### src/sv/assert_macros.svh
// ---------------------------------------------------------------------------
// Assertion macros
// Clocked concurrent assertion wrappers, compiled out under SYNTHESIS.
// ---------------------------------------------------------------------------
`ifndef ASSERT_MACROS_SVH
`define ASSERT_MACROS_SVH

`ifndef SYNTHESIS

// check with reset disable
`define GCC_ASSERT(lbl, clk, rst, prop) \
  lbl: assert property (@(posedge clk) disable iff (rst) (prop)) \
    else $error("gcc assertion failed");

// check with no reset disable
`define GCC_ASSERT_ALWAYS(lbl, clk, prop) \
  lbl: assert property (@(posedge clk) (prop)) \
    else $error("gcc assertion failed");

`else

`define GCC_ASSERT(lbl, clk, rst, prop)
`define GCC_ASSERT_ALWAYS(lbl, clk, prop)

`endif

`endif

### src/sv/gcc_pkg.sv
// ---------------------------------------------------------------------------
// gcc_pkg
// Shared types and constants for the graph connectivity check unit.
// ---------------------------------------------------------------------------
`default_nettype none

package gcc_pkg;

  localparam int MAX_VERTICES_DEF = 32;
  localparam int MAX_EDGES_DEF    = 64;

  localparam int COL_W     = 32;   // incidence column width
  localparam int EXT_W     = 64;   // column zero-extended to the widest vertex set
  localparam int CFG_W     = 6;    // vertex_count register width
  localparam int CNT_OUT_W = 6;    // reached_count port width

  localparam logic [CFG_W-1:0] VC_RESET = 6'd32;

  typedef enum logic [1:0] {
    S_LOAD,
    S_READ,
    S_EVAL,
    S_DONE
  } gcc_state_t;

  typedef struct packed {
    logic                 connected;
    logic [CNT_OUT_W-1:0] reached_count;
    logic                 overflow;
  } gcc_res_t;

endpackage

`default_nettype wire

### src/sv/gcc_ram.sv
// ---------------------------------------------------------------------------
// gcc_ram
// Generic single-write, single-read RAM with registered read data.
// ---------------------------------------------------------------------------
`default_nettype none

module gcc_ram #(
  parameter int WIDTH = 8,
  parameter int DEPTH = 64,
  localparam int AW   = (DEPTH > 1) ? $clog2(DEPTH) : 1
) (
  input  wire logic             clk,
  input  wire logic             we,
  input  wire logic [AW-1:0]    waddr,
  input  wire logic [WIDTH-1:0] wdata,
  input  wire logic [AW-1:0]    raddr,
  output logic      [WIDTH-1:0] rdata
);

  logic [WIDTH-1:0] mem [DEPTH];

  always_ff @(posedge clk) begin
    if (we) begin
      mem[waddr] <= wdata;
    end
    rdata <= mem[raddr];
  end

endmodule

`default_nettype wire

### src/sv/gcc_col_enc.sv
// ---------------------------------------------------------------------------
// gcc_col_enc
// Masks one incidence column to the vertices in use and finds its endpoints.
// ---------------------------------------------------------------------------
`default_nettype none

module gcc_col_enc #(
  parameter int MAX_VERTICES = gcc_pkg::MAX_VERTICES_DEF,
  localparam int VW = $clog2(MAX_VERTICES),
  localparam int CW = $clog2(MAX_VERTICES + 1)
) (
  input  wire logic [gcc_pkg::COL_W-1:0] vertex_mask,
  input  wire logic [CW-1:0]             n_used,
  output logic                           edge_ok,
  output logic      [VW-1:0]             edge_lo,
  output logic      [VW-1:0]             edge_hi
);

  logic [gcc_pkg::EXT_W-1:0] col_ext;
  logic [MAX_VERTICES-1:0]   m;

  assign col_ext = {{(gcc_pkg::EXT_W - gcc_pkg::COL_W){1'b0}}, vertex_mask};

  always_comb begin
    for (int i = 0; i < MAX_VERTICES; i++) begin
      m[i] = col_ext[i] && (CW'(i) < n_used);
    end
  end

  always_comb begin
    edge_lo = '0;
    for (int i = MAX_VERTICES - 1; i >= 0; i--) begin
      if (m[i]) begin
        edge_lo = VW'(i);
      end
    end
  end

  always_comb begin
    edge_hi = '0;
    for (int i = 0; i < MAX_VERTICES; i++) begin
      if (m[i]) begin
        edge_hi = VW'(i);
      end
    end
  end

  // empty and one-vertex columns give lo == hi
  assign edge_ok = (edge_lo != edge_hi);

endmodule

`default_nettype wire

### src/sv/gcc_reach.sv
// ---------------------------------------------------------------------------
// gcc_reach
// Edge store sequencer: loads edges, then sweeps the store one edge at a
// time spreading reach until a full pass changes nothing.
// ---------------------------------------------------------------------------
`default_nettype none

`include "assert_macros.svh"

module gcc_reach #(
  parameter int MAX_VERTICES = gcc_pkg::MAX_VERTICES_DEF,
  parameter int MAX_EDGES    = gcc_pkg::MAX_EDGES_DEF,
  localparam int VW = $clog2(MAX_VERTICES),
  localparam int CW = $clog2(MAX_VERTICES + 1),
  localparam int AW = (MAX_EDGES > 1) ? $clog2(MAX_EDGES) : 1,
  localparam int FW = $clog2(MAX_EDGES + 1)
) (
  input  wire logic             clk,
  input  wire logic             rst,
  input  wire logic [CW-1:0]    n_used,
  input  wire logic             col_fire,
  input  wire logic             col_last,
  input  wire logic             edge_ok,
  input  wire logic [VW-1:0]    edge_lo,
  input  wire logic [VW-1:0]    edge_hi,
  output logic                  in_ready,
  output logic                  res_valid,
  input  wire logic             res_take,
  output gcc_pkg::gcc_res_t     res
);

  gcc_pkg::gcc_state_t state, state_next;

  logic [FW-1:0]           fill, fill_next;
  logic [AW-1:0]           k, k_next;
  logic                    changed, changed_next;
  logic [MAX_VERTICES-1:0] reached, reached_next;
  logic [CW-1:0]           count, count_next;
  logic                    ovf, ovf_next;

  logic                    ram_we;
  logic [2*VW-1:0]         rdata;
  logic [VW-1:0]           ea, eb;
  logic                    in_rng, hit, last_k;
  logic                    scanning, cleared;

  gcc_ram #(
    .WIDTH (2 * VW),
    .DEPTH (MAX_EDGES)
  ) u_store (
    .clk   (clk),
    .we    (ram_we),
    .waddr (fill[AW-1:0]),
    .wdata ({edge_hi, edge_lo}),
    .raddr (k),
    .rdata (rdata)
  );

  assign ea     = rdata[VW-1:0];
  assign eb     = rdata[2*VW-1:VW];
  assign in_rng = (CW'(ea) < n_used) && (CW'(eb) < n_used);
  assign hit    = in_rng && (reached[ea] != reached[eb]);
  assign last_k = ((FW'(k) + FW'(1)) == fill);

  always_ff @(posedge clk) begin
    if (rst) begin
      state   <= gcc_pkg::S_LOAD;
      fill    <= '0;
      k       <= '0;
      changed <= 1'b0;
      reached <= MAX_VERTICES'(1);
      count   <= CW'(1);
      ovf     <= 1'b0;
    end else begin
      state   <= state_next;
      fill    <= fill_next;
      k       <= k_next;
      changed <= changed_next;
      reached <= reached_next;
      count   <= count_next;
      ovf     <= ovf_next;
    end
  end

  always_comb begin
    state_next   = state;
    fill_next    = fill;
    k_next       = k;
    changed_next = changed;
    reached_next = reached;
    count_next   = count;
    ovf_next     = ovf;
    ram_we       = 1'b0;
    in_ready     = (state == gcc_pkg::S_LOAD);
    res_valid    = (state == gcc_pkg::S_DONE);

    unique case (state)
      gcc_pkg::S_LOAD: begin
        if (col_fire) begin
          if (edge_ok) begin
            if (fill < FW'(MAX_EDGES)) begin
              ram_we    = 1'b1;
              fill_next = fill + FW'(1);
            end else begin
              ovf_next = 1'b1;
            end
          end
          if (col_last) begin
            k_next       = '0;
            changed_next = 1'b0;
            if (fill_next == '0) begin
              state_next = gcc_pkg::S_DONE;
            end else begin
              state_next = gcc_pkg::S_READ;
            end
          end
        end
      end
      gcc_pkg::S_READ: begin
        state_next = gcc_pkg::S_EVAL;
      end
      gcc_pkg::S_EVAL: begin
        if (hit) begin
          reached_next[ea] = 1'b1;
          reached_next[eb] = 1'b1;
          count_next       = count + CW'(1);
        end
        if (last_k) begin
          k_next       = '0;
          changed_next = 1'b0;
          if (changed || hit) begin
            state_next = gcc_pkg::S_READ;
          end else begin
            state_next = gcc_pkg::S_DONE;
          end
        end else begin
          k_next       = k + AW'(1);
          changed_next = changed || hit;
          state_next   = gcc_pkg::S_READ;
        end
      end
      gcc_pkg::S_DONE: begin
        if (res_take) begin
          fill_next    = '0;
          reached_next = MAX_VERTICES'(1);
          count_next   = CW'(1);
          ovf_next     = 1'b0;
          state_next   = gcc_pkg::S_LOAD;
        end
      end
      default: begin
        state_next = gcc_pkg::S_LOAD;
      end
    endcase
  end

  // each hit adds exactly one new vertex, so the count tracks the mask
  assign res.connected     = (count == n_used);
  assign res.reached_count = gcc_pkg::CNT_OUT_W'(count);
  assign res.overflow      = ovf;

  assign scanning = (state == gcc_pkg::S_READ) || (state == gcc_pkg::S_EVAL);
  assign cleared  = (fill == '0) && (count == CW'(1)) && !ovf;

  `GCC_ASSERT(a_fill_bound, clk, rst, fill <= FW'(MAX_EDGES))
  `GCC_ASSERT(a_count_bound, clk, rst, (count != '0) && (count <= n_used))
  `GCC_ASSERT(a_scan_index, clk, rst, scanning |-> (FW'(k) < fill))
  `GCC_ASSERT(a_clear_after_result, clk, rst, (res_valid && res_take) |=> cleared)

endmodule

`default_nettype wire

### src/sv/graph_connectivity_check_unit.sv
// Column load: one column per cycle, accepted while the sequencer is loading.
// After the last column: each pass reads (S_READ) then evaluates (S_EVAL)
// each stored edge (RAM, registered read); passes repeat until one adds no vertex.
// Result is held in S_DONE, then registered and held in the output stage.
// Sync reset clears control state, sets vertex_count to 32; store is not cleared.
// ---------------------------------------------------------------------------
// graph_connectivity_check_unit
// Incidence-matrix graph connectivity check: edge columns in, one
// connected / reached_count / overflow result per graph out.
// ---------------------------------------------------------------------------
`default_nettype none

module graph_connectivity_check_unit #(
  parameter int MAX_VERTICES = gcc_pkg::MAX_VERTICES_DEF,
  parameter int MAX_EDGES    = gcc_pkg::MAX_EDGES_DEF
) (
  input  wire logic                            clk,
  input  wire logic                            rst,
  input  wire logic                            cfg_valid,
  output logic                                 cfg_ready,
  input  wire logic [gcc_pkg::CFG_W-1:0]       vertex_count,
  input  wire logic                            in_valid,
  output logic                                 in_stall,
  input  wire logic [gcc_pkg::COL_W-1:0]       vertex_mask,
  input  wire logic                            last_column,
  output logic                                 out_valid,
  input  wire logic                            out_stall,
  output logic                                 connected,
  output logic [gcc_pkg::CNT_OUT_W-1:0]        reached_count,
  output logic                                 overflow
);

  localparam int VW = $clog2(MAX_VERTICES);
  localparam int CW = $clog2(MAX_VERTICES + 1);

  logic [gcc_pkg::CFG_W-1:0] vc;
  logic [6:0]                vc7;
  logic [6:0]                n7;
  logic [CW-1:0]             n_used;

  logic                      in_ready;
  logic                      col_fire;
  logic                      edge_ok;
  logic [VW-1:0]             edge_lo, edge_hi;
  logic                      res_valid, res_take;
  gcc_pkg::gcc_res_t         res;

  assign cfg_ready = 1'b1;

  always_ff @(posedge clk) begin
    if (rst) begin
      vc <= gcc_pkg::VC_RESET;
    end else if (cfg_valid && cfg_ready) begin
      vc <= vertex_count;
    end
  end

  assign vc7 = 7'(vc);

  always_comb begin
    priority if (vc7 == 7'd0) begin
      n7 = 7'd1;
    end else if (vc7 > 7'(MAX_VERTICES)) begin
      n7 = 7'(MAX_VERTICES);
    end else begin
      n7 = vc7;
    end
  end

  assign n_used = CW'(n7);

  assign in_stall = !in_ready;
  assign col_fire = in_valid && in_ready;

  gcc_col_enc #(
    .MAX_VERTICES (MAX_VERTICES)
  ) u_enc (
    .vertex_mask (vertex_mask),
    .n_used      (n_used),
    .edge_ok     (edge_ok),
    .edge_lo     (edge_lo),
    .edge_hi     (edge_hi)
  );

  gcc_reach #(
    .MAX_VERTICES (MAX_VERTICES),
    .MAX_EDGES    (MAX_EDGES)
  ) u_reach (
    .clk       (clk),
    .rst       (rst),
    .n_used    (n_used),
    .col_fire  (col_fire),
    .col_last  (last_column),
    .edge_ok   (edge_ok),
    .edge_lo   (edge_lo),
    .edge_hi   (edge_hi),
    .in_ready  (in_ready),
    .res_valid (res_valid),
    .res_take  (res_take),
    .res       (res)
  );

  // output stage
  assign res_take = !out_valid || !out_stall;

  always_ff @(posedge clk) begin
    if (rst) begin
      out_valid <= 1'b0;
    end else if (res_valid && res_take) begin
      out_valid <= 1'b1;
    end else if (!out_stall) begin
      out_valid <= 1'b0;
    end
  end

  always_ff @(posedge clk) begin
    if (res_valid && res_take) begin
      connected     <= res.connected;
      reached_count <= res.reached_count;
      overflow      <= res.overflow;
    end
  end

endmodule

`default_nettype wire
### config.mk
export PLATFORM = sky130hd
export DESIGN_NAME = graph_connectivity_check_unit
export DESIGN_NICKNAME = d
export VERILOG_FILES = /design/src/sv/gcc_pkg.sv /design/src/sv/gcc_ram.sv /design/src/sv/gcc_col_enc.sv /design/src/sv/gcc_reach.sv /design/src/sv/graph_connectivity_check_unit.sv
export VERILOG_INCLUDE_DIRS = /design/src /design/src/sv
export SDC_FILE = /design/constraint.sdc
export NUM_CORES = 1
export LEC_CHECK = 0
export ABC_CLOCK_PERIOD_IN_PS = 6150
export BUFFER_PORTS_ARGS = -buffer_cell sky130_fd_sc_hd__buf_2
export CAP_MARGIN = 0
export CORE_MARGIN = 5
export CORE_UTILIZATION = 35
export CTS_CLUSTER_SIZE = 16
export DETAILED_ROUTE_END_ITERATION = 8
export PLACE_DENSITY_LB_ADDON = 0.2
export SYNTH_ARGS = -nofsm -noshare
export SYNTH_HDL_FRONTEND = slang
export SYNTH_SLANG_ARGS = --single-unit
### constraint.sdc
create_clock -name clk -period 6.15 [get_ports clk]
set_input_delay 0.3075 -clock clk [delete_from_list [all_inputs] [get_ports clk]]
set_output_delay 0.3075 -clock clk [all_outputs]
set_load 0.05 [all_outputs]
# Word-level counts from Yosys, hierarchy flattened
# Memories as Yosys holds them, arrays and structs flattened. A register that Yosys moved wholly into a read port is not among the register bits.
# Index checks and enable logic that the tools add are counted.
# totals
reg_bits	70
mem_bits_rw	640
inputBits	44
output_inout_bits	11
word_cells	241
n_memories	1
# op_classes
addsub	4
order_cmp	40
n_eq_ne	14
muxes	114
n_bitwise	2
n_reduce_logical	54
# mem_list
memory	words	width	rd	rd_clocked_by_memory_dff	wr	line	text
u_reach.u_store.mem	64	10	1	1	1	gcc_ram.sv:20	logic [WIDTH-1:0] mem [DEPTH];
# ops
cell	count
$mux W5	48
$lt A5 B6 Y1 const A	16
$mux W32	2
$or A32 B32 Y32	2
$pmux W32 S2	1
$lt A4 B6 Y1 const A	8
$mux W6	7
$mux W7	6
$logic_and A1 B1 Y1	38
$mux W4	8
$lt A3 B6 Y1 const A	4
$pmux W6 S2	2
$mux W1	20
$mux W2	8
$logic_not A7 Y1	2
$pmux W7 S2	1
$add A6 B1 Y6 const B	2
$lt A1 B6 Y1 const A	2
$lt A2 B6 Y1 const A	2
$lt A5 B6 Y1	2
$lt A5 B6 Y1 const B	2
$mux W3	4
$reduce_and A3 Y1	4
$bmux W1 S5	2
21 further kinds	35

# Longest topological paths before layout
# Gate-level depths: netlist of run 1.
# depth
word_depth	46
mapped_depth	15

# Cells and area by module
# A second synthesis of run 1 with hierarchy kept.
# unflattened
cells_unflattened	1894
area_unflattened_um2	31257.5
# modules_own_cells
module	instances	cells_each	area_each_um2
gcc_ram	1	1118	25101.6
gcc_reach	1	487	4006.3
gcc_col_enc	1	245	1595.3
graph_connectivity_check_unit	1	44	554.3

# Worst setup path after synthesis of run 1
# Ideal clock, no wire load.
# synth_path
path_kind	flip-flop to flip-flop
start	register vc[0] (netlist name)
end	memory u_reach.u_store.mem[62][0] (netlist name) (enable)
setup_time_ns	0.376
arrival_ns	4.875
required_ns	5.774
slack_ns	0.898
stages_incl_launch_ff	14
path_buffers	3
cell_sequence	dfxtp_1 -> buf_6 -> or4_4 -> buf_6 -> o211a_1 -> o211ai_1 -> o211ai_1 -> a21oi_1 -> nand2b_1 -> o211ai_2 -> and3_1 -> buf_2 -> nand4b_1 -> nor2_1
# synth_via
elab_cells_between_ends	137
cone_classes	order compare: 33; eq/ne: 1; mux: 70; reduce/logical: 33
# synth_rtl
item	line	text
from (decl)	graph_connectivity_check_unit.sv:36	logic [gcc_pkg::CFG_W-1:0] vc;
from (signal assigned)	graph_connectivity_check_unit.sv:52	vc <= gcc_pkg::VC_RESET;
from (signal assigned)	graph_connectivity_check_unit.sv:54	vc <= vertex_count;
$gt A6 B6 Y1	graph_connectivity_check_unit.sv:63	end else if (vc7 > 7'(MAX_VERTICES)) begin
$mux W6	graph_connectivity_check_unit.sv:63	
$mux W6 (*)	graph_connectivity_check_unit.sv:61	priority if (vc7 == 7'd0) begin
$lt A2 B6 Y1	gcc_col_enc.sv:26	m[i] = col_ext[i] && (CW'(i) < n_used);
$logic_and A1 B1 Y1	gcc_col_enc.sv:26	
$mux W2 (2 in series)	gcc_col_enc.sv:42	if (m[i]) begin
$mux W3 (4 in series)	gcc_col_enc.sv:42	
$mux W4 (8 in series)	gcc_col_enc.sv:42	
$mux W5 (15 in series)	gcc_col_enc.sv:42	
$mux W5 (*)	gcc_col_enc.sv:42	
named net edge_hi[1]	graph_connectivity_check_unit.sv:44	logic [VW-1:0] edge_lo, edge_hi;
$ne A5 B5 Y1 (*)	gcc_col_enc.sv:49	assign edge_ok = (edge_lo != edge_hi);
$mux W1 (*)	gcc_reach.sv:100	if (edge_ok) begin
$mux W1 (*)	gcc_reach.sv:99	if (col_fire) begin
$mux W1 (*)	gcc_reach.sv:97	unique case (state)
$mux W1 (*)	gcc_ram.sv:23	if (we) begin
$mux W1 (not written as such) (*)	gcc_ram.sv:24	mem[waddr] <= wdata;
to (decl)	gcc_ram.sv:20	
# Mark *: on every way through the listed nets, which the timed path passes. The rest lies on a longest branch.

# Worst setup path in the final report of run 1
# layout_path
start	register vc[5] (netlist name)
end	memory u_reach.u_store.mem[4][8] (netlist name) (enable)
# layout_via
elab_chain_len	43
elab_cells_between_ends	137
cone_classes	order compare: 33; eq/ne: 1; mux: 70; reduce/logical: 33
# layout_rtl
item	line	text
$gt A6 B6 Y1	graph_connectivity_check_unit.sv:63	
$mux W6	graph_connectivity_check_unit.sv:63	
$mux W6 (*)	graph_connectivity_check_unit.sv:61	
$lt A5 B6 Y1	gcc_col_enc.sv:26	
$logic_and A1 B1 Y1	gcc_col_enc.sv:26	
$mux W5 (31 in series)	gcc_col_enc.sv:33	if (m[i]) begin
$mux W5 (*)	gcc_col_enc.sv:33	
named net edge_lo[0]	graph_connectivity_check_unit.sv:44	
$ne A5 B5 Y1 (*)	gcc_col_enc.sv:49	
$mux W1 (*)	gcc_reach.sv:100	
$mux W1 (*)	gcc_reach.sv:99	
$mux W1 (*)	gcc_reach.sv:97	
$mux W1 (*)	gcc_ram.sv:23	
$mux W1 (not written as such) (*)	gcc_ram.sv:24	
# Marked as above.

==> results.toml, run 1 <==
[run_status]
outcome = "completed"

[setup_path]
path_class = "reg2reg"
cp_cell_sequence = "or3_1, o211ai_1, o211ai_1, nor3b_1, a221oi_1, o21ai_4, o211ai_2, and3_1, nand3b_1, buf_4, nor2_1"
crit_top_cell = "o211ai_1"
cp_data_required_time_ns = 6.41
path_buf_inv = 1
cp_max_fo = 20
worstPathArrival_ns = 5.18
crit_start = "vc[5]"
crit_family = "simple AND/OR/NAND/NOR gates"
timing.reg2reg.setup_slack_ns = 1.23
max_stage_delay_ns = 0.74
r2r_start = "vc[5]"
critical-path-slowest-cell = "dfxtp_1"
worstSetupEndpointType = "flop"
cp-start-kind = "flop"

[detailed_routing]
drcViolationCount = 0
wl_per_cell_um = 26.2
drt_wl_total_mm = 80.0
drt_iter0_drc = 1668
drtAntennaViolNets = 0
vias = 16900
via_per_inst = 5.52
firstDrtPassIters = 7

[layout]
regArea_um2 = 20900
multi_input_area_um2 = 9020
filler_cell_count = 7775
fin_util_pct = 40.6
layout_common_cells = "edfxtp_1 (648), mux4_2 (226), nor2_1 (145), buf_4 (91), clkbuf_16 (80)"
layout_commonest_cell = "edfxtp_1"
final_area_um2 = 35100
nets = 1894
drive_gt1_share_pct = 27.8
area_growth_pct = 15.6

[grt]
grt_max_degree = 161
antenna_found_initial = 4
first_global_vias = 16800
grt_pass1_wl_mm = 117
grt.total_usage_pct = 16.9
grt.overflow.total = 0

[cts]
clock-root-buffer = "clkbuf_16"
cts.sinks = 720
cts_tree = "built"
cts_buffers = 78
cts.clk_slew.worst_paths_ns = 0.06
ctsResizeCount = 0
htree_levels = 3
clock_latency_ns = 0.63
cts_buffer_depth = 3
post-cts-setup-buffers = 0

[floorplanning]
die_h_um = 305
row_count = 108
die_w_um = 305
pin_count = 55
die_area_um2 = 92800
core-area_um2 = 86500
start_util_pct = 35.1

[synth]
yosysUniqueCellTypes = 78
netlist_instances = 1717
synthFlopType = "edfxtp_1"
synthArstFlopShare_pct = 0
synth_edf_count = 648
postSynthAreaPerCell_um2 = 17.7
syn-num-nets = 1772
ys_seq_area_share_pct = 68.8
yosysWarnings = 0
netlist_area_um2 = 30400
yosys_register_bits = 720

[timing]
period_share_pct = 80.0
setup_viol_count_final = 0
period_minus_slack_ns = 4.92
rsz0062_at_grt = "no"
worst_pin_slew_ns = 1.12
slew_viol_final = 0
fin_worst_skew_ns = 0.0308
max_freq_mhz = 203
slew_headroom_pct = 25.6
hold_viol = 0
final.setup.tns_ns = 0

[min_path]
hp-start = "cfg_valid"
hold_path_class = "in2reg"

[place]
place_hpwl_mm = 49.7
numPortBuffers = 53
place_congestion = 0.952
dpl_cell_area_um2 = 32400

[power]
p_leak_nw = 11.0
ir_drop_uv = 191
power_density_nw_per_um2 = 309

[flow_run]
maxCapViolCount = 0
==> sequential cells by signal, summed over array words and instances, names as in the netlist, 2 cells and up <==
register,flops
u_reach.state,2
u_reach.k,6
u_reach.fill,7
u_reach.reached,32
u_reach.u_store.rdata,10
vc,6
reached_count,6
u_reach.u_store.mem,640
u_reach.count,6
==> metal layers <==
| layer | vias to the layer above | wire, um | GRT usage, % |
|---|---|---|---|
| li1 | 7306 | - | - |
| met4 | 0 | 1870 | 4.02 |
| met1 | 8828 | 35500 | 24.4 |
| met2 | 629 | 38000 | 27.2 |
| met3 | 116 | 4640 | 2.69 |
| met5 | - | 0 | 0 |
==> worst reg2reg max path, delay by kind of cell, from the launching register on <==
kind | cells | cell delay (ns)
AO/OA/AOI/OAI | 5 | 1.74
buffers and inverters | 1 | 0.22
AND/OR/NAND/NOR | 5 | 1.86
flip-flops | 1 | 0.74
==> cells by family after synthesis <==
kind of cell	Yosys count	share of synthesized area, %
flip-flops	720	68.8
XOR/XNOR	22	0.634
AO/OA/AOI/OAI	247	5.76
buffers and inverters	125	1.67
multiplexers	232	17.0
AND/OR/NAND/NOR	359	5.71
adder cells (fa/ha/maj)	11	0.453
other	1	0.0123
==> power breakdown <==
group          internal (mW)  switching (mW)  leakage, nW
Clock                   2.80            1.96         1.28
Sequential              5.38          0.0747         6.63
Combinational          0.222           0.401         3.09
Total                   8.40            2.44         11.0
==> metrics by stage <==
| step | std cells | setup WS [ns] | power, mW | hold slack [ns] |
|---|---|---|---|---|
| 2_1_floorplan | 1717 | 0.898 | 5.93 | 0.409 |
| 3_3_place_gp | 2907 | 1.37 | 6.18 | 0.417 |
| 3_5_place_dp | 2907 | 1.31 | 6.18 | 0.427 |
| 4_1_cts | 3057 | 1.31 | 11.0 | 0.0516 |
| 5_1_grt | 3057 | 0.973 | 11.2 | 0.0810 |
| 6_report | 3058 | 1.23 | 10.8 | 0.0768 |
==> layout make-up <==
type | count | share of cell area (%)
Clock inverter | 57 | 1.67
Inverter | 14 | 0.160
Tap cell | 1155 | 4.11
Multi-Input combinational cell | 872 | 25.7
Antenna cell | 1 | 0.00712
Sequential cell | 720 | 59.5
Timing Repair Buffer | 153 | 3.01
Clock buffer | 86 | 5.82
==> Yosys cell counts, drive strengths merged (10+ instances only) <==
library cell  instances  area share, %
o22ai                11           0.23
buf                  51           0.76
a21o                 11           0.27
o21ai                36           0.61
clkbuf               60           0.74
nor3                 13           0.21
nand3                26           0.47
and3                 11           0.23
nand4                13           0.27
a21oi                45           0.74
inv                  14           0.17
o211ai               19           0.61
nand3b               16           0.40
dfxtp                72            4.7
nor2                145            1.8
xnor2                12           0.35
xor2                 10           0.29
a211oi               39           0.96
ha                   11           0.45
mux4                226             17
nand2                79           0.98
o21a                 10           0.25
edfxtp              648             64
==> repair_timing <==
action,4_1_cts,5_1_grt
hold buffers,7,0
setup endpoints to repair,0,0
endpoints found under the hold margin,8,0
==> worst paths after layout <==
path	endpoint	cells past startpoint
worst max-delay path	u_reach.u_store.mem[4][8]	11
worst min-delay path	vc[5]	2
worst max register to register	u_reach.u_store.mem[4][8]	11
worst min register to register	overflow	0
Power figures use the tool's default switching activity.
==> inputs of run 2 (changes only) <==
ABC_CLOCK_PERIOD_IN_PS = 5000   (was 6150)
clock period = 5 ns   (was 6.15 ns; I/O delays follow)
==> run 2 against run 1 <==
Worst setup slack got worse by 0.76 ns; sequential share of layout area up 0.089 points; power is 22% higher; critical endpoint is now u_reach.u_store.mem[26][6]; largest cell class unchanged; sequential cell count did not move; non-clock buffer count grew 1; fmax is 8.5% higher; design area is 0.15% lower.
==> results.toml, run 2 (synthesis gave the netlist of run 1 again) <==
[detailed_routing]
wl_per_cell_um = 26.2
drtAntennaViolNets = 0
drt_wl_total_mm = 80.0
drt_iter0_drc = 1594
via_per_inst = 5.49
vias = 16800
firstDrtPassIters = 5
drcViolationCount = 0

[timing]
slew_viol_final = 0
fin_worst_skew_ns = 0.0190
hold_viol = 0
slew_headroom_pct = 35.5
rsz0062_at_grt = "no"
hold_ws_ns = 0.0293
period_share_pct = 90.7
fin_ws_ns = 0.467
max_freq_mhz = 221
worst_pin_slew_ns = 0.968
final.setup.tns_ns = 0
period_minus_slack_ns = 4.53
setup_viol_count_final = 0

[cts]
cts_buffer_depth = 3
cts.clk_slew.worst_paths_ns = 0.06
post-cts-setup-buffers = 0
clock_latency_ns = 0.62
clock-root-buffer = "clkbuf_16"
cts.sinks = 720
cts_tree = "built"
htree_levels = 3
cts_buffers = 77

[setup_path]
critical-path-slowest-cell = "dfxtp_1"
cp-start-kind = "flop"
worstSetupEndpointType = "flop"
crit_family = "simple AND/OR/NAND/NOR gates"
max_stage_delay_ns = 0.73
cp_max_fo = 19
path_buf_inv = 1
crit_top_cell = "o211ai_1"
cp_data_required_time_ns = 5.25
worstPathArrival_ns = 4.78
cp_cell_sequence = "or3_1, o211ai_1, o211ai_1, nor3b_1, a221oi_1, o21ai_4, o211ai_2, and3_1, nand3b_1, buf_4, nor2_1"
path_class = "reg2reg"

[power]
p_int_mw = 10.3
power_density_nw_per_um2 = 378
p_leak_nw = 11.0
swShare_pct = 22.1
seq_power_share_pct = 50.6
p_clk_share_pct = 43.5
power.total_mw = 13.2
netSwitchingPower_mw = 2.93
combPwrFrac_pct = 5.9
ir_drop_uv = 228

[layout]
reg.largest.list = "u_reach.u_store.mem x640, u_reach.reached x32, u_reach.u_store.rdata x10"
drive_gt1_share_pct = 27.5
final_area_um2 = 35100
largest_register_ffs = 640
instances_no_fill = 3057
nets = 1894
top_register = "u_reach.u_store.mem"
layout_common_cells = "edfxtp_1 (648), mux4_2 (226), nor2_1 (145), buf_4 (90)"
area_growth_pct = 15.5
layout_commonest_cell = "edfxtp_1"
fin_util_pct = 40.6

[floorplanning]
core-area_um2 = 86500
die_area_um2 = 92800
pin_count = 55
die_h_um = 305
start_util_pct = 35.1
row_count = 108
die_w_um = 305

[flow_run]
maxCapViolCount = 0

[grt]
first_global_vias = 16900
grt_max_degree = 84
grt.total_usage_pct = 16.9
grt_pass1_wl_mm = 118
antenna_found_initial = 1
grt.overflow.total = 0

[place]
pre_cts_ws_ns = 0.473
numPortBuffers = 53
place_congestion = 0.875
place_hpwl_mm = 49.6
dpl_cell_area_um2 = 32500
place_inst = 2908

[run_status]
outcome = "completed"

[min_path]
hold_path_class = "in2reg"
[run 2: cell types whose count changed in the layout (fill, tap and decap cells not counted), moves of 2 or more]
cell,delta
clkbuf_1,+8
clkinvlp_4,-4
clkinv_1,-3
buf_12,+2
clkbuf_8,-2
clkinv_2,+2
clkinv_4,-2
inv_2,+2
[run 2: metal layers]
metal / track usage, % / vias up / wire length (um)
met2: 27.4 / 541 / 38900
met1: 23.8 / 8846 / 34700
met5: 0 / - / 0
li1: - / 7295 / -
met3: 3.47 / 109 / 4730
met4: 3.88 / 0 / 1680
[run 2: repair_timing]
action,CTS,global route
hold buffers,7,0
hold endpoints to repair,8,0
resized for setup,0,0
[run 2: final cells by class]
| type | instances | area [um^2] |
|---|---|---|
| clock inverters | 50 | 524 |
| clock buffers | 91 | 2020 |
| repair buffers | 154 | 1090 |
| well taps | 1155 | 1450 |
| multi-input cells | 872 | 9020 |
| flip-flops and latches | 720 | 20900 |
| diodes | 1 | 2.50 |
| fillers | 7751 | 51400 |
| inverters | 14 | 53.8 |
[run 2: final timing paths]
path	startpoint	endpoint	slack (ns)	cells past startpoint
worst max-delay path	vc[3]	u_reach.u_store.mem[26][6]	0.47	11
worst min-delay path	cfg_valid	vc[5]	0.03	2
worst max register to register	vc[3]	u_reach.u_store.mem[26][6]	0.47	11
worst min register to register	u_reach.ovf	overflow	0.44	0
[run 2: power groups by stage]
stage | registers [mW] | clock network (mW) | logic [mW]
2_1_floorplan | 6.77 | 0 | 0.520
3_3_place_gp | 6.82 | 0 | 0.780
3_5_place_dp | 6.83 | 0 | 0.783
4_1_cts | 6.70 | 5.90 | 0.791
5_1_grt | 6.70 | 6.16 | 0.839
6_report | 6.70 | 5.77 | 0.780
